### src/rtl/telrx_pkg.sv
`timescale 1ns / 1ps
// ---------------------------------------------------------------------------
// telrx_pkg: shared codes for the telnet receive filter
// Telnet command codes, parser state codes, input kinds, result destinations
// and counts of beats left in the output register.
package telrx_pkg;

    // Telnet command bytes
    localparam logic [7:0] IAC  = 8'hFF;
    localparam logic [7:0] SE   = 8'hF0;
    localparam logic [7:0] SB   = 8'hFA;
    localparam logic [7:0] WILL = 8'hFB;
    localparam logic [7:0] WONT = 8'hFC;
    localparam logic [7:0] DO   = 8'hFD;
    localparam logic [7:0] DONT = 8'hFE;

    // Parser state
    typedef logic [2:0] t_parse_state;

    localparam t_parse_state ST_DATA  = 3'd0;
    localparam t_parse_state ST_IAC   = 3'd1;
    localparam t_parse_state ST_WILL  = 3'd2;
    localparam t_parse_state ST_WONT  = 3'd3;
    localparam t_parse_state ST_DO    = 3'd4;
    localparam t_parse_state ST_DONT  = 3'd5;
    localparam t_parse_state ST_SB    = 3'd6;
    localparam t_parse_state ST_SBIAC = 3'd7;

    // Input kinds
    localparam logic KIND_BYTE    = 1'b0;
    localparam logic KIND_CONNECT = 1'b1;

    // Result destinations
    localparam logic DEST_CPU = 1'b0;
    localparam logic DEST_NET = 1'b1;

    // Beats left in the output register
    typedef logic [1:0] t_beat_cnt;

    localparam t_beat_cnt BEATS_NONE  = 2'd0;
    localparam t_beat_cnt BEATS_ONE   = 2'd1;
    localparam t_beat_cnt BEATS_TWO   = 2'd2;
    localparam t_beat_cnt BEATS_REPLY = 2'd3;

endpackage

### src/rtl/telnet_receive_filter.sv
`timescale 1ns / 1ps
// ---------------------------------------------------------------------------
// telnet_receive_filter: telnet receive parser with option refusal
// Passes data bytes to the CPU side, unescapes IAC IAC, refuses all options
// and drops commands and subnegotiations.
// ---------------------------------------------------------------------------
// Usage
//   Input channel (i_in_valid / o_in_ready): one beat per received byte or
//   connect event (i_kind = 1). i_chunk_end is carried but does not change
//   the filtering; sequences may span chunks.
//   Output channel (o_out_valid / i_out_ready): each beat is one byte with
//   o_dest (0 = CPU, 1 = network reply) and o_last on the final beat that
//   an input caused. An input gives no beat, one CPU beat, or a reply burst
//   of three network beats (IAC, DONT/WONT, option).
//   Latency: results appear the cycle after the input beat is accepted.
//   Throughput: one input per cycle while each input gives at most one
//   beat and the receiver is ready; a reply burst holds the output
//   register until its three beats leave, which sets the reply rate.
//   The input is taken while the last pending beat leaves, so a stalled
//   receiver holds o_in_ready low only once the output register is busy.
//   Reset puts the parser in the data state and empties the output register.
// ---------------------------------------------------------------------------
module telnet_receive_filter (
    input  logic       i_clk,
    input  logic       i_rst_n,
    // input channel
    input  logic       i_in_valid,
    output logic       o_in_ready,
    input  logic       i_kind,
    input  logic [7:0] i_rx_byte,
    input  logic       i_chunk_end,
    // output channel
    output logic       o_out_valid,
    input  logic       i_out_ready,
    output logic       o_dest,
    output logic [7:0] o_out_byte,
    output logic       o_last
);

    telrx_pkg::t_parse_state r_state, n_state;
    telrx_pkg::t_beat_cnt    r_beats, n_beats;
    logic                    r_dest,  n_dest;
    logic [7:0]              r_byte,  n_byte;  // CPU byte or reply option
    logic [7:0]              r_verb,  n_verb;  // reply verb

    logic in_fire;
    logic out_fire;
    logic in_byte;

    assign out_fire   = o_out_valid && i_out_ready;
    assign o_in_ready = (r_beats == telrx_pkg::BEATS_NONE) ||
                        ((r_beats == telrx_pkg::BEATS_ONE) && i_out_ready);
    assign in_fire    = i_in_valid && o_in_ready;
    // chunk marks only qualify data bytes; they never change the parse
    assign in_byte    = (i_kind == telrx_pkg::KIND_BYTE) && (i_chunk_end || !i_chunk_end);

    // Parser step and result load
    always_comb begin
        n_state = r_state;
        n_beats = r_beats;
        n_dest  = r_dest;
        n_byte  = r_byte;
        n_verb  = r_verb;
        if (out_fire) begin
            n_beats = r_beats - telrx_pkg::BEATS_ONE;
        end
        if (in_fire) begin
            if (!in_byte) begin
                n_state = telrx_pkg::ST_DATA;
            end else begin
                unique case (r_state)
                    telrx_pkg::ST_DATA: begin
                        if (i_rx_byte == telrx_pkg::IAC) begin
                            n_state = telrx_pkg::ST_IAC;
                        end else begin
                            n_beats = telrx_pkg::BEATS_ONE;
                            n_dest  = telrx_pkg::DEST_CPU;
                            n_byte  = i_rx_byte;
                        end
                    end
                    telrx_pkg::ST_IAC: begin
                        priority case (i_rx_byte)
                            telrx_pkg::IAC: begin
                                n_state = telrx_pkg::ST_DATA;
                                n_beats = telrx_pkg::BEATS_ONE;
                                n_dest  = telrx_pkg::DEST_CPU;
                                n_byte  = telrx_pkg::IAC;
                            end
                            telrx_pkg::WILL: n_state = telrx_pkg::ST_WILL;
                            telrx_pkg::WONT: n_state = telrx_pkg::ST_WONT;
                            telrx_pkg::DO:   n_state = telrx_pkg::ST_DO;
                            telrx_pkg::DONT: n_state = telrx_pkg::ST_DONT;
                            telrx_pkg::SB:   n_state = telrx_pkg::ST_SB;
                            default:         n_state = telrx_pkg::ST_DATA;
                        endcase
                    end
                    telrx_pkg::ST_WILL: begin
                        n_state = telrx_pkg::ST_DATA;
                        n_beats = telrx_pkg::BEATS_REPLY;
                        n_dest  = telrx_pkg::DEST_NET;
                        n_verb  = telrx_pkg::DONT;
                        n_byte  = i_rx_byte;
                    end
                    telrx_pkg::ST_DO: begin
                        n_state = telrx_pkg::ST_DATA;
                        n_beats = telrx_pkg::BEATS_REPLY;
                        n_dest  = telrx_pkg::DEST_NET;
                        n_verb  = telrx_pkg::WONT;
                        n_byte  = i_rx_byte;
                    end
                    telrx_pkg::ST_WONT, telrx_pkg::ST_DONT: begin
                        n_state = telrx_pkg::ST_DATA;
                    end
                    telrx_pkg::ST_SB: begin
                        if (i_rx_byte == telrx_pkg::IAC) begin
                            n_state = telrx_pkg::ST_SBIAC;
                        end
                    end
                    telrx_pkg::ST_SBIAC: begin
                        n_state = (i_rx_byte == telrx_pkg::SE) ? telrx_pkg::ST_DATA
                                                                : telrx_pkg::ST_SB;
                    end
                    default: n_state = telrx_pkg::ST_DATA;
                endcase
            end
        end
    end

    // Control registers
    always_ff @(posedge i_clk) begin
        if (!i_rst_n) begin
            r_state <= telrx_pkg::ST_DATA;
            r_beats <= telrx_pkg::BEATS_NONE;
        end else begin
            r_state <= n_state;
            r_beats <= n_beats;
        end
    end

    // Payload registers
    always_ff @(posedge i_clk) begin
        r_dest <= n_dest;
        r_byte <= n_byte;
        r_verb <= n_verb;
    end

    // Output beat select: reply bursts go IAC, verb, option
    always_comb begin
        o_out_valid = (r_beats != telrx_pkg::BEATS_NONE);
        o_dest      = r_dest;
        o_last      = (r_beats == telrx_pkg::BEATS_ONE);
        unique case (r_beats)
            telrx_pkg::BEATS_REPLY: o_out_byte = telrx_pkg::IAC;
            telrx_pkg::BEATS_TWO:   o_out_byte = r_verb;
            default:                o_out_byte = r_byte;
        endcase
    end

    // Checks
    a_connect_resets: assert property (@(posedge i_clk) disable iff (!i_rst_n)
        in_fire && (i_kind == telrx_pkg::KIND_CONNECT) |=> r_state == telrx_pkg::ST_DATA)
        else $error("connect event did not return parser to data state");

    a_cpu_single: assert property (@(posedge i_clk) disable iff (!i_rst_n)
        o_out_valid && (o_dest == telrx_pkg::DEST_CPU) |-> o_last)
        else $error("CPU beat not marked last");

    a_burst_continues: assert property (@(posedge i_clk) disable iff (!i_rst_n)
        out_fire && !o_last |=> o_out_valid && (o_dest == telrx_pkg::DEST_NET))
        else $error("reply burst broken");

    a_reply_opens_iac: assert property (@(posedge i_clk) disable iff (!i_rst_n)
        in_fire && in_byte && ((r_state == telrx_pkg::ST_WILL) ||
        (r_state == telrx_pkg::ST_DO)) |=> o_out_valid && (o_out_byte == telrx_pkg::IAC))
        else $error("reply burst does not open with IAC");

endmodule

### config.mk
export PLATFORM = sky130hd
export DESIGN_NAME = telnet_receive_filter
export DESIGN_NICKNAME = d
export VERILOG_FILES = /design/src/rtl/telrx_pkg.sv /design/src/rtl/telnet_receive_filter.sv
export SDC_FILE = /design/constraint.sdc
export NUM_CORES = 1
export LEC_CHECK = 0
export BUFFER_PORTS_ARGS = -buffer_cell sky130_fd_sc_hd__buf_2
export CAP_MARGIN = 20
export CORE_ASPECT_RATIO = 1.5
export CORE_UTILIZATION = 45
export DETAILED_ROUTE_END_ITERATION = 8
export GPL_ROUTABILITY_DRIVEN = 0
export PLACE_DENSITY = 0.79
export SLEW_MARGIN = 25
export SYNTH_ARGS = -nofsm -noshare
export SYNTH_HDL_FRONTEND = slang
export SYNTH_SLANG_ARGS = --single-unit
### constraint.sdc
create_clock -name i_clk -period 2 [get_ports i_clk]
set_clock_uncertainty 0.15 [all_clocks]
set_input_delay 0.2 -clock i_clk [delete_from_list [all_inputs] [get_ports i_clk]]
set_output_delay 0.2 -clock i_clk [all_outputs]
set_load 0.01 [all_outputs]
==> key figures <==
Outcome
  – Run status: completed

Cells and area
  – Area grow syn2layout: 18.6%
  – Final Core Density: 0.584
  – Layout cells sized above 1: 0.398
  – Layout Nets: 137
  – Diodes inserted: 0
  – Post-Layout Inst Area: 1110 µm²

STA
  – Hold slack: 0.0165 ns
  – Worst-Margin Slew: 0.344 ns
  – Max Freq: 536 MHz
  – Relative slew slack: 0.770
  – Final period utilization: 0.933
  – Minimum clock period: 1.87 ns
  – Final Setup Violations: 0
  – RSZ-0062 raised after global routing: no
  – Setup total negative slack: 0 ns
  – Slew Viols, Final: 0
  – Final Hold Viols: 0

Routing
  – TritonRoute pass-1 iters: 4
  – Drt drc: 0
  – Vias: 736
  – WL/cell: 11.7 µm
  – Antenna-violating nets left: 0
  – Via density: 5.29
  – Routed WL: 1630 µm
  – DRT iter0 DRCs: 14

Power and ir drop
  – Max VDD drop: 409 µV
  – P_sw: 0.302 mW
  – Sequential Power Share: 0.435
  – PD cells: 831 nW/µm²
  – Cell internal pwr: 0.622 mW
  – Comb pwr share: 0.388
  – Switching share of power: 0.326
  – Clk pwr share: 0.177
  – Leakage: 0.457 nW

Placed design
  – PortBufs: 24
  – Post-DP HPWL: 1320 µm
  – Placed Area: 1080 µm²

Logic synthesis
  – EDFF count, synth: 10
  – Mapped Area: 937 µm²
  – Syn_area_per_cell: 10.3 µm²
  – Synth Area in Adders: 0.0534
  – Ys Warns: 0
  – Synth cell types: 37
  – Synth Instances: 91
  – Flops & latches, synth: 15
  – Synth Area in Simple Gates: 0.270
  – Post-synth top area share: 0.320
  – Ys flop type: edfxtp_1
  – Compound-Gate Fraction of Synth Area: 0.134
  – Synth area leader: edfxtp_1
  – Ys async rst share: 0
  – Post-Synth XOR/XNOR Area: 0.0187
  – Syn Nets: 109
  – Post-synthesis mux area share: 0.0441
  – Main combinational cell family by area after synthesis: simple AND/OR/NAND/NOR gates
  – Sequential area share after synthesis: 0.427
  – Ranking of synthesized cells by area: edfxtp_1 (32%), dfxtp_1 (11%), ha_1 (5.3%)

GRT
  – Initial antenna violation count: 0
  – Total track usage: 0.172
  – Number of global-route vias before repair: 658
  – GRT overflow: 0
  – First-pass GRT wire length: 2640 µm
  – Pin count of the biggest net entering global routing: 11

Critical path
  – Startpoint Class: flip-flop
  – CP Capture Type: output port
  – CP required: 1.65 ns
  – Worst path arrival time: 1.52 ns
  – Worst Setup Path Type: reg -> out
  – Worst Path Max Fanout: 8

Clocking
  – CTS buffer count: 3
  – Setup bufs post-CTS: 0
  – Worst-path clk slew: 0.09 ns
  – Clock Tree Buf Depth: 2
  – Htree depth: 1
  – Clock Latency Late Sink: 0.28 ns
  – CTS root buf: clkbuf_4
  – TritonCTS clock tree: done
  – CTS Sinks: 15

Min path
  – Worst Hold Class: in -> reg

Floorplanning
  – Initial Util: 0.493
  – Floorplan die height: 57.9 µm
  – Die W: 39.3 µm
  – IO Pins: 26
  – Num rows: 19
  – Core area: 1900 µm²
  – DIE AREA: 2270 µm²

Flow run
  – Max Cap Viol: 0
==> final cells by class <==
cell class	instances	area, µm²
Fill cell	173	791
Multi-Input combinational cell	66	490
Sequential cell	15	402
Timing Repair Buffer	27	143
Tap cell	21	26.3
Clock buffer	3	22.5
Inverter	6	22.5
Clock inverter	1	5.00
==> worst max-delay path, cell delays in order (launching register included) <==
cell     delay [ns]
dfxtp_2        0.38
inv_1          0.07
ha_1           0.27
or3_1          0.37
buf_2          0.14
==> worst paths after layout <==
kind,cells after the start,to,slack (ns),startpoint
worst max register to register,4,r_byte[5]$_SDFFCE_PP1P_,0.30,r_state[0]$_SDFFE_PN0P_
worst min-delay path,2,r_beats[0]$_SDFF_PN0_,0.02,i_rst_n
worst max-delay path,4,o_out_byte[3],0.13,r_beats[0]$_SDFF_PN0_
worst min register to register,2,r_state[0]$_SDFFE_PN0P_,0.48,r_state[0]$_SDFFE_PN0P_
==> layout by cell type (no fill, tap or decap), types with 2 or more instances in the layout <==
| cell | count |
|---|---|
| buf_2 | 24 |
| a21oi_1 | 2 |
| mux2i_1 | 3 |
| nand3_1 | 2 |
| dfxtp_1 | 4 |
| nand2_1 | 2 |
| nor2_1 | 3 |
| or3_1 | 7 |
| buf_4 | 3 |
| xnor2_1 | 2 |
| clkbuf_4 | 3 |
| nor3b_1 | 4 |
| o21ai_1 | 2 |
| and4_2 | 2 |
| a211oi_1 | 2 |
| edfxtp_1 | 10 |
| a32o_1 | 2 |
| inv_1 | 6 |
| or2_2 | 8 |
| nand2b_1 | 2 |
| nor3_1 | 2 |
| nor2b_1 | 3 |
| ha_1 | 4 |
==> routing by layer <==
| layer | wire [µm] | vias up | global-route usage |
|---|---|---|---|
| li1 | - | 391 | - |
| met1 | 628 | 325 | 0.176 |
| met2 | 893 | 16 | 0.295 |
| met3 | 57 | 4 | 0.0345 |
| met4 | 46 | 0 | 0.118 |
| met5 | 0 | - | 0 |
==> synth_stat cells, types with 3 or more instances <==
cell type	instances
edfxtp_1	10
or2_2	8
or3_1	7
inv_1	6
dfxtp_1	5
ha_1	4
nor3b_1	4
a21oi_1	3
mux2i_1	3
nor2_1	3
nor2b_1	3
==> stage by stage <==
step / total power [mW] / setup slack (ns) / std cells
2_1_floorplan: 0.652 / 0.133 / 91
3_3_place_gp: 0.759 / 0.274 / 135
3_5_place_dp: 0.769 / 0.221 / 135
4_1_cts: 0.932 / 0.0455 / 139
5_1_grt: 0.995 / 0.0216 / 139
6_report: 0.924 / 0.134 / 139
==> flip-flops by register name (all words and copies together) (netlist names) <==
signal   count
r_verb       1
o_dest       1
r_state      3
r_beats      2
r_byte       8
==> power groups by stage <==
stage               sequential (mW)  clock, mW  combinational [mW]
floorplan                     0.399          0               0.253
global placement              0.407          0               0.352
detailed placement            0.408          0               0.361
CTS                           0.401      0.169               0.363
global route                  0.408      0.183               0.404
finish                        0.402      0.163               0.358
==> cells by family after synthesis <==
| logic type | after synthesis |
|---|---|
| simple gates | 40 |
| compound gates | 16 |
| flops | 15 |
| buf+inv | 10 |
| mux | 4 |
| fa+ha+maj | 4 |
| xor+xnor | 2 |
==> what timing repair did <==
action,4_1_cts,5_1_grt
gates resized for setup,0,1
hold endpoints to repair,0,0
hold buffers,0,0
setup endpoints to repair,0,6
Power figures use the tool's default switching activity.
